File: src/rtl/core/at_cfp_pkg.sv
// Shared types, constants and prefix tables for the AT command frame parser.
// No dependencies; used by at_cfp_prefix, at_cfp_number and the top level.
`default_nettype none

package at_cfp_pkg;

    localparam int unsigned NUM_PFX = 6;

    typedef enum logic [2:0] {
        KIND_TEST = 3'd0,
        KIND_MODE = 3'd1,
        KIND_M1CH = 3'd2,
        KIND_M2CH = 3'd3,
        KIND_BAUD = 3'd4,
        KIND_RATE = 3'd5
    } cmd_kind_t;

    // Prefix text, one 8-character string per command kind; first character in the MSBs.
    // The test prefix only compares its first two characters.
    localparam logic [NUM_PFX-1:0][63:0] PFX_TEXT = {
        "AT+RATE=", "AT+BAUD=", "AT+M2CH=", "AT+M1CH=", "AT+MODE=", "AT      "
    };

    localparam logic [3:0]  PFX_DONE    = 4'd8;
    localparam logic [20:0] ACC_MAX     = 21'h1FFFFF;
    localparam logic [20:0] MODE_MAX    = 21'd4;
    localparam logic [20:0] CHAN_MAX    = 21'd9;
    localparam logic [20:0] BAUD_MIN    = 21'd110;
    localparam logic [20:0] BAUD_MAX    = 21'd1000000;
    localparam logic [20:0] RATE_MAX    = 21'd10000;
    localparam logic [19:0] BAUD_RESET  = 20'd115200;
    localparam logic [2:0]  MODE_M1     = 3'd3;
    localparam logic [2:0]  MODE_M2     = 3'd4;

    localparam logic [7:0] CH_SPACE = 8'h20;
    localparam logic [7:0] CH_TAB   = 8'h09;
    localparam logic [7:0] CH_CR    = 8'h0D;
    localparam logic [7:0] CH_PLUS  = 8'h2B;
    localparam logic [7:0] CH_MINUS = 8'h2D;
    localparam logic [7:0] CH_ZERO  = 8'h30;
    localparam logic [7:0] CH_NINE  = 8'h39;

    typedef struct packed {
        logic [7:0] ch;
        logic       number_enable;
        logic [5:0] candidates;
        logic [3:0] progress;
        logic [7:0] byte_count;
    } pfx_status_t;

    typedef struct packed {
        logic        negative;
        logic [20:0] accumulator;
    } num_status_t;

    function automatic logic [7:0] pfx_char(input logic [2:0] k, input logic [2:0] pos);
        logic [63:0] text;
        text = PFX_TEXT[k];
        return text[8*(7-pos) +: 8];
    endfunction

    function automatic logic [3:0] pfx_len(input logic [2:0] k);
        return (k == KIND_TEST) ? 4'd2 : 4'd8;
    endfunction

    function automatic logic [7:0] pfx_limit(input logic [2:0] k);
        logic [7:0] lim;
        case (k)
            KIND_TEST:                       lim = 8'd4;
            KIND_MODE, KIND_M1CH, KIND_M2CH: lim = 8'd15;
            default:                         lim = 8'd20;
        endcase
        return lim;
    endfunction

endpackage

`default_nettype wire

File: src/rtl/core/at_cfp_prefix.sv
// Prefix matcher: frame byte count, end-of-text tracking and prefix candidates.
// Depends on at_cfp_pkg.
`default_nettype none

module at_cfp_prefix (
    input  wire logic                    clk,
    input  wire logic                    rst_n,
    input  wire logic                    step,
    input  wire logic                    clear,
    input  wire logic [7:0]              rx_byte,
    output at_cfp_pkg::pfx_status_t      status
);

    logic [7:0] byte_count_reg, byte_count_next;
    logic [3:0] progress_reg, progress_next;
    logic [5:0] cand_reg, cand_next;
    logic       text_ended_reg, text_ended_next;
    logic [7:0] ch;

    always_comb
    begin
        // Bytes after a zero byte read as zero
        ch              = text_ended_reg ? 8'd0 : rx_byte;
        text_ended_next = text_ended_reg | (rx_byte == 8'd0);
        cand_next       = cand_reg;
        progress_next   = progress_reg;
        if (progress_reg < at_cfp_pkg::PFX_DONE)
        begin
            for (int k = 0; k < at_cfp_pkg::NUM_PFX; k++)
            begin
                if (cand_reg[k] && progress_reg < at_cfp_pkg::pfx_len(3'(k))
                    && ch != at_cfp_pkg::pfx_char(3'(k), progress_reg[2:0]))
                begin
                    cand_next[k] = 1'b0;
                end
            end
            progress_next = progress_reg + 4'd1;
        end
        byte_count_next = (byte_count_reg == 8'hFF) ? byte_count_reg : byte_count_reg + 8'd1;
    end

    assign status.ch            = ch;
    assign status.number_enable = (progress_reg == at_cfp_pkg::PFX_DONE);
    assign status.candidates    = cand_next;
    assign status.progress      = progress_next;
    assign status.byte_count    = byte_count_next;

    always_ff @(posedge clk or negedge rst_n)
    begin
        if (!rst_n)
        begin
            byte_count_reg <= '0;
            progress_reg   <= '0;
            cand_reg       <= '1;
            text_ended_reg <= 1'b0;
        end
        else if (step)
        begin
            if (clear)
            begin
                byte_count_reg <= '0;
                progress_reg   <= '0;
                cand_reg       <= '1;
                text_ended_reg <= 1'b0;
            end
            else
            begin
                byte_count_reg <= byte_count_next;
                progress_reg   <= progress_next;
                cand_reg       <= cand_next;
                text_ended_reg <= text_ended_next;
            end
        end
    end

endmodule

`default_nettype wire

File: src/rtl/core/at_cfp_number.sv
// Decimal value parser: whitespace skip, optional sign, saturating digit accumulator.
// Depends on at_cfp_pkg.
`default_nettype none

module at_cfp_number (
    input  wire logic                    clk,
    input  wire logic                    rst_n,
    input  wire logic                    step,
    input  wire logic                    clear,
    input  wire logic                    enable,
    input  wire logic [7:0]              ch,
    output at_cfp_pkg::num_status_t      status
);

    typedef enum logic [1:0] {
        PH_SKIP   = 2'd0,
        PH_SIGNED = 2'd1,
        PH_DIGITS = 2'd2,
        PH_DONE   = 2'd3
    } phase_t;

    phase_t      phase_reg, phase_next;
    logic        neg_reg, neg_next;
    logic [20:0] acc_reg, acc_next;
    logic [24:0] acc_sum;
    logic [20:0] acc_digit;
    logic        is_digit, is_space, is_sign;

    always_comb
    begin
        is_digit  = (ch >= at_cfp_pkg::CH_ZERO) && (ch <= at_cfp_pkg::CH_NINE);
        is_space  = (ch == at_cfp_pkg::CH_SPACE)
                    || ((ch >= at_cfp_pkg::CH_TAB) && (ch <= at_cfp_pkg::CH_CR));
        is_sign   = (ch == at_cfp_pkg::CH_PLUS) || (ch == at_cfp_pkg::CH_MINUS);
        // acc * 10 + digit as two shifts and adds
        acc_sum   = {1'b0, acc_reg, 3'b000} + {3'b000, acc_reg, 1'b0} + {21'd0, ch[3:0]};
        acc_digit = (acc_sum > {4'd0, at_cfp_pkg::ACC_MAX}) ? at_cfp_pkg::ACC_MAX
                                                             : acc_sum[20:0];
        phase_next = phase_reg;
        neg_next   = neg_reg;
        acc_next   = acc_reg;
        if (enable)
        begin
            unique case (phase_reg)
                PH_SKIP:
                begin
                    if (is_space)
                    begin
                        phase_next = PH_SKIP;
                    end
                    else if (is_sign)
                    begin
                        neg_next   = (ch == at_cfp_pkg::CH_MINUS);
                        phase_next = PH_SIGNED;
                    end
                    else if (is_digit)
                    begin
                        acc_next   = acc_digit;
                        phase_next = PH_DIGITS;
                    end
                    else
                    begin
                        phase_next = PH_DONE;
                    end
                end
                PH_SIGNED, PH_DIGITS:
                begin
                    if (is_digit)
                    begin
                        acc_next   = acc_digit;
                        phase_next = PH_DIGITS;
                    end
                    else
                    begin
                        phase_next = PH_DONE;
                    end
                end
                PH_DONE:
                begin
                    phase_next = PH_DONE;
                end
                default:
                begin
                    phase_next = PH_DONE;
                end
            endcase
        end
    end

    assign status.negative    = neg_next;
    assign status.accumulator = acc_next;

    always_ff @(posedge clk or negedge rst_n)
    begin
        if (!rst_n)
        begin
            phase_reg <= PH_SKIP;
            neg_reg   <= 1'b0;
            acc_reg   <= '0;
        end
        else if (step)
        begin
            if (clear)
            begin
                phase_reg <= PH_SKIP;
                neg_reg   <= 1'b0;
                acc_reg   <= '0;
            end
            else
            begin
                phase_reg <= phase_next;
                neg_reg   <= neg_next;
                acc_reg   <= acc_next;
            end
        end
    end

endmodule

`default_nettype wire

File: src/rtl/core/at_command_frame_parser_unit.sv
// Top level of the AT command frame parser: input register, settings, output register.
// Depends on at_cfp_pkg, at_cfp_prefix and at_cfp_number.
`default_nettype none

// Takes one frame byte per clock on the slave stream (tlast marks the last byte) and,
// on the last byte of a frame that matches AT, AT+MODE=, AT+M1CH=, AT+M2CH=, AT+BAUD=
// or AT+RATE= within that prefix's length limit, gives one reply item carrying OK or
// ERROR, the command kind and all stored settings after the frame. Frames that match
// nothing give no item. A byte is taken every cycle unless the input stalls as below;
// the last byte is held in the input register, then the reply is loaded into the output
// register when that byte is consumed. The input only stalls when a reply still
// waits in the output register and the byte held in the input register is the last of
// a frame.
module at_command_frame_parser_unit (
    input  wire logic        clk,
    input  wire logic        rst_n,
    input  wire logic        s_axis_tvalid,
    output logic             s_axis_tready,
    input  wire logic [7:0]  s_axis_tdata,   // [7:0] rx_byte
    input  wire logic        s_axis_tlast,   // end_of_frame
    output logic             m_axis_tvalid,
    input  wire logic        m_axis_tready,
    output logic [47:0]      m_axis_tdata,   // [2:0] mode_value, [6:3] m1_channel,
                                             // [10:7] m2_channel, [30:11] baud_value,
                                             // [44:31] send_rate_value, [45] save_request,
                                             // [47:46] zero
    output logic [3:0]       m_axis_tuser    // [0] reply_error, [3:1] command_kind
);

    logic        in_valid_reg;
    logic [7:0]  in_byte_reg;
    logic        in_last_reg;
    logic        out_free, consume, frame_done;

    at_cfp_pkg::pfx_status_t pfx_status;
    at_cfp_pkg::num_status_t num_status;

    logic [2:0]  mode_reg, mode_next;
    logic [3:0]  m1_reg, m1_next;
    logic [3:0]  m2_reg, m2_next;
    logic [19:0] baud_reg, baud_next;
    logic [13:0] rate_reg, rate_next;

    logic                  hit;
    at_cfp_pkg::cmd_kind_t kind;
    logic                  ok;
    logic [20:0]           acc;
    logic                  neg;

    logic                  out_valid_reg;
    logic                  out_err_reg;
    at_cfp_pkg::cmd_kind_t out_kind_reg;
    logic [2:0]            out_mode_reg;
    logic [3:0]            out_m1_reg;
    logic [3:0]            out_m2_reg;
    logic [19:0]           out_baud_reg;
    logic [13:0]           out_rate_reg;
    logic                  out_save_reg;

    assign out_free      = !out_valid_reg || m_axis_tready;
    // A byte that is not the last can always advance; a last byte needs the result slot
    assign consume       = in_valid_reg && (out_free || !in_last_reg);
    assign frame_done    = consume && in_last_reg;
    assign s_axis_tready = !in_valid_reg || consume;

    always_ff @(posedge clk or negedge rst_n)
    begin
        if (!rst_n)
        begin
            in_valid_reg <= 1'b0;
        end
        else if (s_axis_tready)
        begin
            in_valid_reg <= s_axis_tvalid;
        end
    end

    always_ff @(posedge clk)
    begin
        if (s_axis_tready && s_axis_tvalid)
        begin
            in_byte_reg <= s_axis_tdata;
            in_last_reg <= s_axis_tlast;
        end
    end

    at_cfp_prefix u_prefix (
        .clk     (clk),
        .rst_n   (rst_n),
        .step    (consume),
        .clear   (in_last_reg),
        .rx_byte (in_byte_reg),
        .status  (pfx_status)
    );

    at_cfp_number u_number (
        .clk    (clk),
        .rst_n  (rst_n),
        .step   (consume),
        .clear  (in_last_reg),
        .enable (pfx_status.number_enable),
        .ch     (pfx_status.ch),
        .status (num_status)
    );

    always_comb
    begin
        hit  = 1'b0;
        kind = at_cfp_pkg::KIND_TEST;
        // Scan from lowest priority up so the highest-priority match wins
        for (int k = at_cfp_pkg::NUM_PFX - 1; k >= 0; k--)
        begin
            if (pfx_status.candidates[k]
                && pfx_status.progress >= at_cfp_pkg::pfx_len(3'(k))
                && pfx_status.byte_count <= at_cfp_pkg::pfx_limit(3'(k)))
            begin
                hit  = 1'b1;
                kind = at_cfp_pkg::cmd_kind_t'(3'(k));
            end
        end

        acc       = num_status.accumulator;
        neg       = num_status.negative;
        ok        = 1'b1;
        mode_next = mode_reg;
        m1_next   = m1_reg;
        m2_next   = m2_reg;
        baud_next = baud_reg;
        rate_next = rate_reg;
        // A negative sign with a zero magnitude is plain zero
        unique case (kind)
            at_cfp_pkg::KIND_TEST:
            begin
                ok = 1'b1;
            end
            at_cfp_pkg::KIND_MODE:
            begin
                ok = neg ? (acc == 21'd0) : (acc <= at_cfp_pkg::MODE_MAX);
                if (ok)
                begin
                    mode_next = acc[2:0];
                end
            end
            at_cfp_pkg::KIND_M1CH:
            begin
                ok = neg ? (acc == 21'd0) : (acc <= at_cfp_pkg::CHAN_MAX);
                if (ok)
                begin
                    m1_next   = acc[3:0];
                    mode_next = at_cfp_pkg::MODE_M1;
                end
            end
            at_cfp_pkg::KIND_M2CH:
            begin
                ok = neg ? (acc == 21'd0) : (acc <= at_cfp_pkg::CHAN_MAX);
                if (ok)
                begin
                    m2_next   = acc[3:0];
                    mode_next = at_cfp_pkg::MODE_M2;
                end
            end
            at_cfp_pkg::KIND_BAUD:
            begin
                ok = !neg && (acc >= at_cfp_pkg::BAUD_MIN) && (acc <= at_cfp_pkg::BAUD_MAX);
                if (ok)
                begin
                    baud_next = acc[19:0];
                end
            end
            at_cfp_pkg::KIND_RATE:
            begin
                ok = neg ? (acc == 21'd0) : (acc <= at_cfp_pkg::RATE_MAX);
                if (ok)
                begin
                    rate_next = acc[13:0];
                end
            end
            default:
            begin
                ok = 1'b0;
            end
        endcase
    end

    always_ff @(posedge clk or negedge rst_n)
    begin
        if (!rst_n)
        begin
            mode_reg      <= '0;
            m1_reg        <= '0;
            m2_reg        <= '0;
            baud_reg      <= at_cfp_pkg::BAUD_RESET;
            rate_reg      <= '0;
            out_valid_reg <= 1'b0;
        end
        else
        begin
            if (frame_done && hit)
            begin
                mode_reg      <= mode_next;
                m1_reg        <= m1_next;
                m2_reg        <= m2_next;
                baud_reg      <= baud_next;
                rate_reg      <= rate_next;
                out_valid_reg <= 1'b1;
            end
            else if (m_axis_tready)
            begin
                out_valid_reg <= 1'b0;
            end
        end
    end

    always_ff @(posedge clk)
    begin
        if (frame_done && hit)
        begin
            out_err_reg  <= !ok;
            out_kind_reg <= kind;
            out_mode_reg <= mode_next;
            out_m1_reg   <= m1_next;
            out_m2_reg   <= m2_next;
            out_baud_reg <= baud_next;
            out_rate_reg <= rate_next;
            out_save_reg <= ok && (kind != at_cfp_pkg::KIND_TEST);
        end
    end

    assign m_axis_tvalid = out_valid_reg;
    assign m_axis_tdata  = {2'b00, out_save_reg, out_rate_reg, out_baud_reg,
                            out_m2_reg, out_m1_reg, out_mode_reg};
    assign m_axis_tuser  = {out_kind_reg, out_err_reg};

`ifndef ASSERT_OFF
    a_done_has_slot: assert property (@(posedge clk) disable iff (!rst_n)
        frame_done |-> out_free)
        else $error("last byte consumed while result slot occupied");

    a_save_flag: assert property (@(posedge clk) disable iff (!rst_n)
        m_axis_tvalid |-> (m_axis_tdata[45] ==
            (!m_axis_tuser[0] && (m_axis_tuser[3:1] != at_cfp_pkg::KIND_TEST))))
        else $error("save request disagrees with reply");

    a_m1_forces_mode: assert property (@(posedge clk) disable iff (!rst_n)
        (m_axis_tvalid && !m_axis_tuser[0] && m_axis_tuser[3:1] == at_cfp_pkg::KIND_M1CH)
        |-> (m_axis_tdata[2:0] == at_cfp_pkg::MODE_M1))
        else $error("accepted M1 channel did not force mode");

    a_baud_range: assert property (@(posedge clk) disable iff (!rst_n)
        m_axis_tvalid |-> (m_axis_tdata[30:11] >= 20'd110
                           && m_axis_tdata[30:11] <= 20'd1000000))
        else $error("stored baud out of range");
`endif

endmodule

`default_nettype wire
File: config.mk
export PLATFORM = sky130hd
export DESIGN_NAME = at_command_frame_parser_unit
export DESIGN_NICKNAME = d
export VERILOG_FILES = /design/src/rtl/core/at_cfp_pkg.sv /design/src/rtl/core/at_cfp_prefix.sv /design/src/rtl/core/at_cfp_number.sv /design/src/rtl/core/at_command_frame_parser_unit.sv
export SDC_FILE = /design/constraint.sdc
export NUM_CORES = 1
export LEC_CHECK = 0
export ABC_CLOCK_PERIOD_IN_PS = 5500
export BUFFER_PORTS_ARGS = -buffer_cell sky130_fd_sc_hd__buf_2
export CELL_PAD_IN_SITES_DETAIL_PLACEMENT = 1
export CELL_PAD_IN_SITES_GLOBAL_PLACEMENT = 1
export CORE_MARGIN = 4
export CORE_UTILIZATION = 25
export DETAILED_ROUTE_END_ITERATION = 8
export GPL_ROUTABILITY_DRIVEN = 1
export PLACE_DENSITY = 0.54
export SLEW_MARGIN = 20
export SYNTH_ARGS = -nofsm -noshare
export SYNTH_HDL_FRONTEND = slang
export SYNTH_SLANG_ARGS = --single-unit
export TNS_END_PERCENT = 100
File: constraint.sdc
create_clock -name clk -period 5.5 [get_ports clk]
set_clock_uncertainty 0.1 [all_clocks]
set_input_delay 0.55 -clock clk [delete_from_list [all_inputs] [get_ports clk]]
set_output_delay 0.55 -clock clk [all_outputs]
set_load 0.01 [all_outputs]
==> results.sh <==
export IMPL_die_height_um=209
export IMPL_pre_cts_ws_ps=-97.1
export IMPL_antenna_found_initial=0
export IMPL_grt_pass1_vias=8753
export IMPL_synth_top_cell_area_share_pct=19.9
export IMPL_initial_core_util_pct=25.3
export IMPL_crit_required_ps=5580
export IMPL_n_antenna_cell=0
export IMPL_cts_made_buffers=17
export IMPL_first_pass_iters=5
export IMPL_grt_max_degree=57
export IMPL_nFillCells=4512
export IMPL_crit_chain="nor2b_2, ha_4, ha_4, fa_2, a21o_1, a221oi_4, o221ai_2, a31o_1, nor3b_1, or4_1, o41a_1, nor3_2, nand4_1, or3_4, a21oi_4, buf_12, mux2_2"
export IMPL_num_rows=73
export IMPL_p_total_mw=2.81
export IMPL_avgViaCountPerCell=5.07
export IMPL_yosysMostFrequentCell="dfrtp_1"
export IMPL_rsz0062_at_grt="false"
export IMPL_setup_ws_ps=216
export IMPL_ys_seq_elements=149
export IMPL_seq_area_um2=4040
export IMPL_coreArea_um2=39700
export IMPL_layout_drive_gt1_share_pct=27.1
export IMPL_hold_path_class="input port to flop"
export IMPL_wl_mm=32.4
export IMPL_max_freq_mhz=189
export IMPL_slowest_delay_ps=510
export IMPL_cpMostUsedCell="ha_4"
export IMPL_p_sw_share_pct=30.0
export IMPL_hold_violations=0
export IMPL_cts_max_level=4
export IMPL_yosys_warnings=0
export IMPL_wl_per_cell_um=19.3
export IMPL_drv_cap=0
export IMPL_worstPathMaxFanout=11
export IMPL_seq_power_share_pct=44.3
export IMPL_pwr_share_clk_pct=39.3
export IMPL_yosysSeqAreaShare_pct=40.1
export IMPL_fin_nets=1201
export IMPL_reg2reg_from="u_prefix.text_ended_reg$_DFFE_PN0P_"
export IMPL_internal_power_mw=1.97
export IMPL_largest_reg_flops=21
export IMPL_cts_tree="done"
export IMPL_gp_congestion=0.839
export IMPL_cp_arrival_ps=5360
export IMPL_clockBufferDepth=2
export IMPL_dieArea_um2=43500
export IMPL_syn_area_um2=10100
export IMPL_synth_common_cells="dfrtp_1, nand2_1, nor2_1, a21oi_1, mux2_2"
export IMPL_fin_crit_sh_pct=96.1
export IMPL_post_dp_hpwl_mm=24.3
export IMPL_crit_start="u_prefix.text_ended_reg$_DFFE_PN0P_"
export IMPL_grt_first_pass_wirelength_mm=51.1
export IMPL_status="completed"
export IMPL_port_buffers=64
export IMPL_synth_top_area_cell="dfrtp_1"
export IMPL_die_width_um=209
export IMPL_cts_num_sinks=149
export IMPL_synth_edf_count=59
export IMPL_ys_top_cells_by_area="dfrtp_1, edfxtp_1, mux2_2"
export IMPL_syn_to_final_growth_pct=22.1
export IMPL_multi_input_area_um2=5810
export IMPL_path_clk_slew_ps=70
export IMPL_crit_family="compound AO/OA/AOI/OAI gates"
export IMPL_grt_overflow_total=0
export IMPL_clk_insertion_delay_late_ps=430
export IMPL_slowest_stage="or4_1"
export IMPL_p_per_area_nw_per_um2=229
export IMPL_whs_ps=185
export IMPL_final_max_slew_viol_count=0
export IMPL_avgSynthCellArea_um2=9.93
export IMPL_num_vias=8474
export IMPL_finalCriticalPeriod_ps=5280
export IMPL_setup_viol=0
export IMPL_ys_types=86
export IMPL_max_vdd_ir_drop_v=0.000208
export IMPL_worstSetupEndpointType="flop"
export IMPL_crit_type="flop to flop"
export IMPL_postSynthCellCount=1012
export IMPL_max_slew_margin_pct=31.7
export IMPL_max_slew_worst_pin_slew_ps=1020
export IMPL_clock_root_buffer="clkbuf_16"
export IMPL_async_reset_ff_share_pct=60.4
export IMPL_setup_tns_final_ps=0
export IMPL_p_leak_nw=5.43
export IMPL_startpoint_type="flop"
export IMPL_drtIter0Drc=488
export IMPL_cp_buffers_inverters=1
export IMPL_drc=0
export IMPL_p_sw_uw=842
export IMPL_pwr_share_comb_pct=16.5
export IMPL_grt_total_usage_pct=14.6
export IMPL_io_pins=67
export IMPL_synth_flop_cell="dfrtp_1"
export IMPL_hold_path_startpoint="s_axis_tdata[5]"
export IMPL_ant_nets=0
export IMPL_final_core_util_pct=30.9
## cell families after synthesis
group / count (synthesis) / share of synthesized area (%)
and+or+nand+nor: 304 / 16.1
adders and majority gates: 54 / 6.80
AOI/OAI and AO/OA: 292 / 20.4
buffers and inverters: 88 / 3.60
other: 1 / 0.0373
xor gates and xnor gates: 34 / 2.96
DFF: 149 / 40.1
muxes: 90 / 9.97
## final timing paths
path | end | slack (ps) | cells after the start
hold reg to reg | baud_reg[18]$_DFFE_PN0P_ | 380 | 1
setup reg to reg | out_baud_reg[1]$_DFFE_PP_ | 220 | 17
min in group asynchronous | u_prefix.byte_count_reg[6]$_DFFE_PN0P_ | 530 | 2
setup / recovery | out_baud_reg[1]$_DFFE_PP_ | 220 | 17
max in group asynchronous | u_number.acc_reg[18]$_DFFE_PN0P_ | 3630 | 3
hold / removal | in_byte_reg[5]$_DFFE_PP_ | 180 | 1
## routing by layer
metal / up-vias / share of wire (%) / track usage (%)
li1: 4068 / - / -
met1: 4283 / 47 / 19.8
met2: 102 / 50 / 25.3
met3: 21 / 2.4 / 1.90
met4: 0 / 1.0 / 3.06
met5: - / 0 / 0
## placed cells by master (no fill, tap or decap), types with 9 or more instances in the layout
cell | Yosys | layout
and2_1 | 12 | 13
nor3_1 | 19 | 18
mux2_2 | 63 | 63
buf_2 | 4 | 63
clkbuf_16 | 0 | 17
nand4_1 | 15 | 15
dfrtp_1 | 80 | 80
mux2_1 | 18 | 18
a22o_1 | 17 | 17
and3_1 | 11 | 10
o21ai_0 | 52 | 51
nor2b_1 | 16 | 15
ha_1 | 53 | 51
inv_1 | 27 | 26
nand2b_1 | 13 | 13
nand2_1 | 74 | 74
buf_4 | 7 | 94
edfxtp_1 | 59 | 59
xnor2_1 | 20 | 20
a31oi_1 | 20 | 18
nand3_1 | 15 | 14
o22ai_1 | 10 | 10
mux2i_1 | 9 | 9
a21o_1 | 22 | 22
nor2_1 | 69 | 68
xor2_1 | 14 | 14
or3_1 | 14 | 13
a21oi_1 | 64 | 64
dfstp_2 | 10 | 10
## power groups by stage
stage,combinational (mW),sequential (mW),clock (mW)
floorplan,0.314,1.26,0
global placement,0.458,1.27,0
detailed placement,0.465,1.27,0
CTS,0.467,1.24,1.14
global route,0.517,1.25,1.19
finish,0.463,1.24,1.10
## area by class of cell
type	instances	area share (%)
clock inverters	15	0.959
repair buffers	163	9.14
inverters	27	0.826
well taps	525	5.35
clock buffers	17	3.47
multi-input cells	776	47.4
flip-flops and latches	149	32.9
## per-stage QoR
| step | cells | area (µm²) |
|---|---|---|
| 6_report | 1672 | 12300 |
| 3_5_place_dp | 1629 | 11500 |
| 2_1_floorplan | 1013 | 10100 |
| 3_3_place_gp | 1629 | 11500 |
| 5_1_grt | 1672 | 12300 |
| 4_1_cts | 1665 | 12100 |
## timing repair
action / in CTS / in global routing
endpoints found under the setup margin: 47 / 90
setup buffers: 2 / 7
pin swaps: 2 / 19
endpoints found under the hold margin: 28 / 0
hold buffers: 1 / 0
resized for setup: 3 / 23
cloned: 1 / 0
Note: power is estimated with default switching activity, not from simulation.
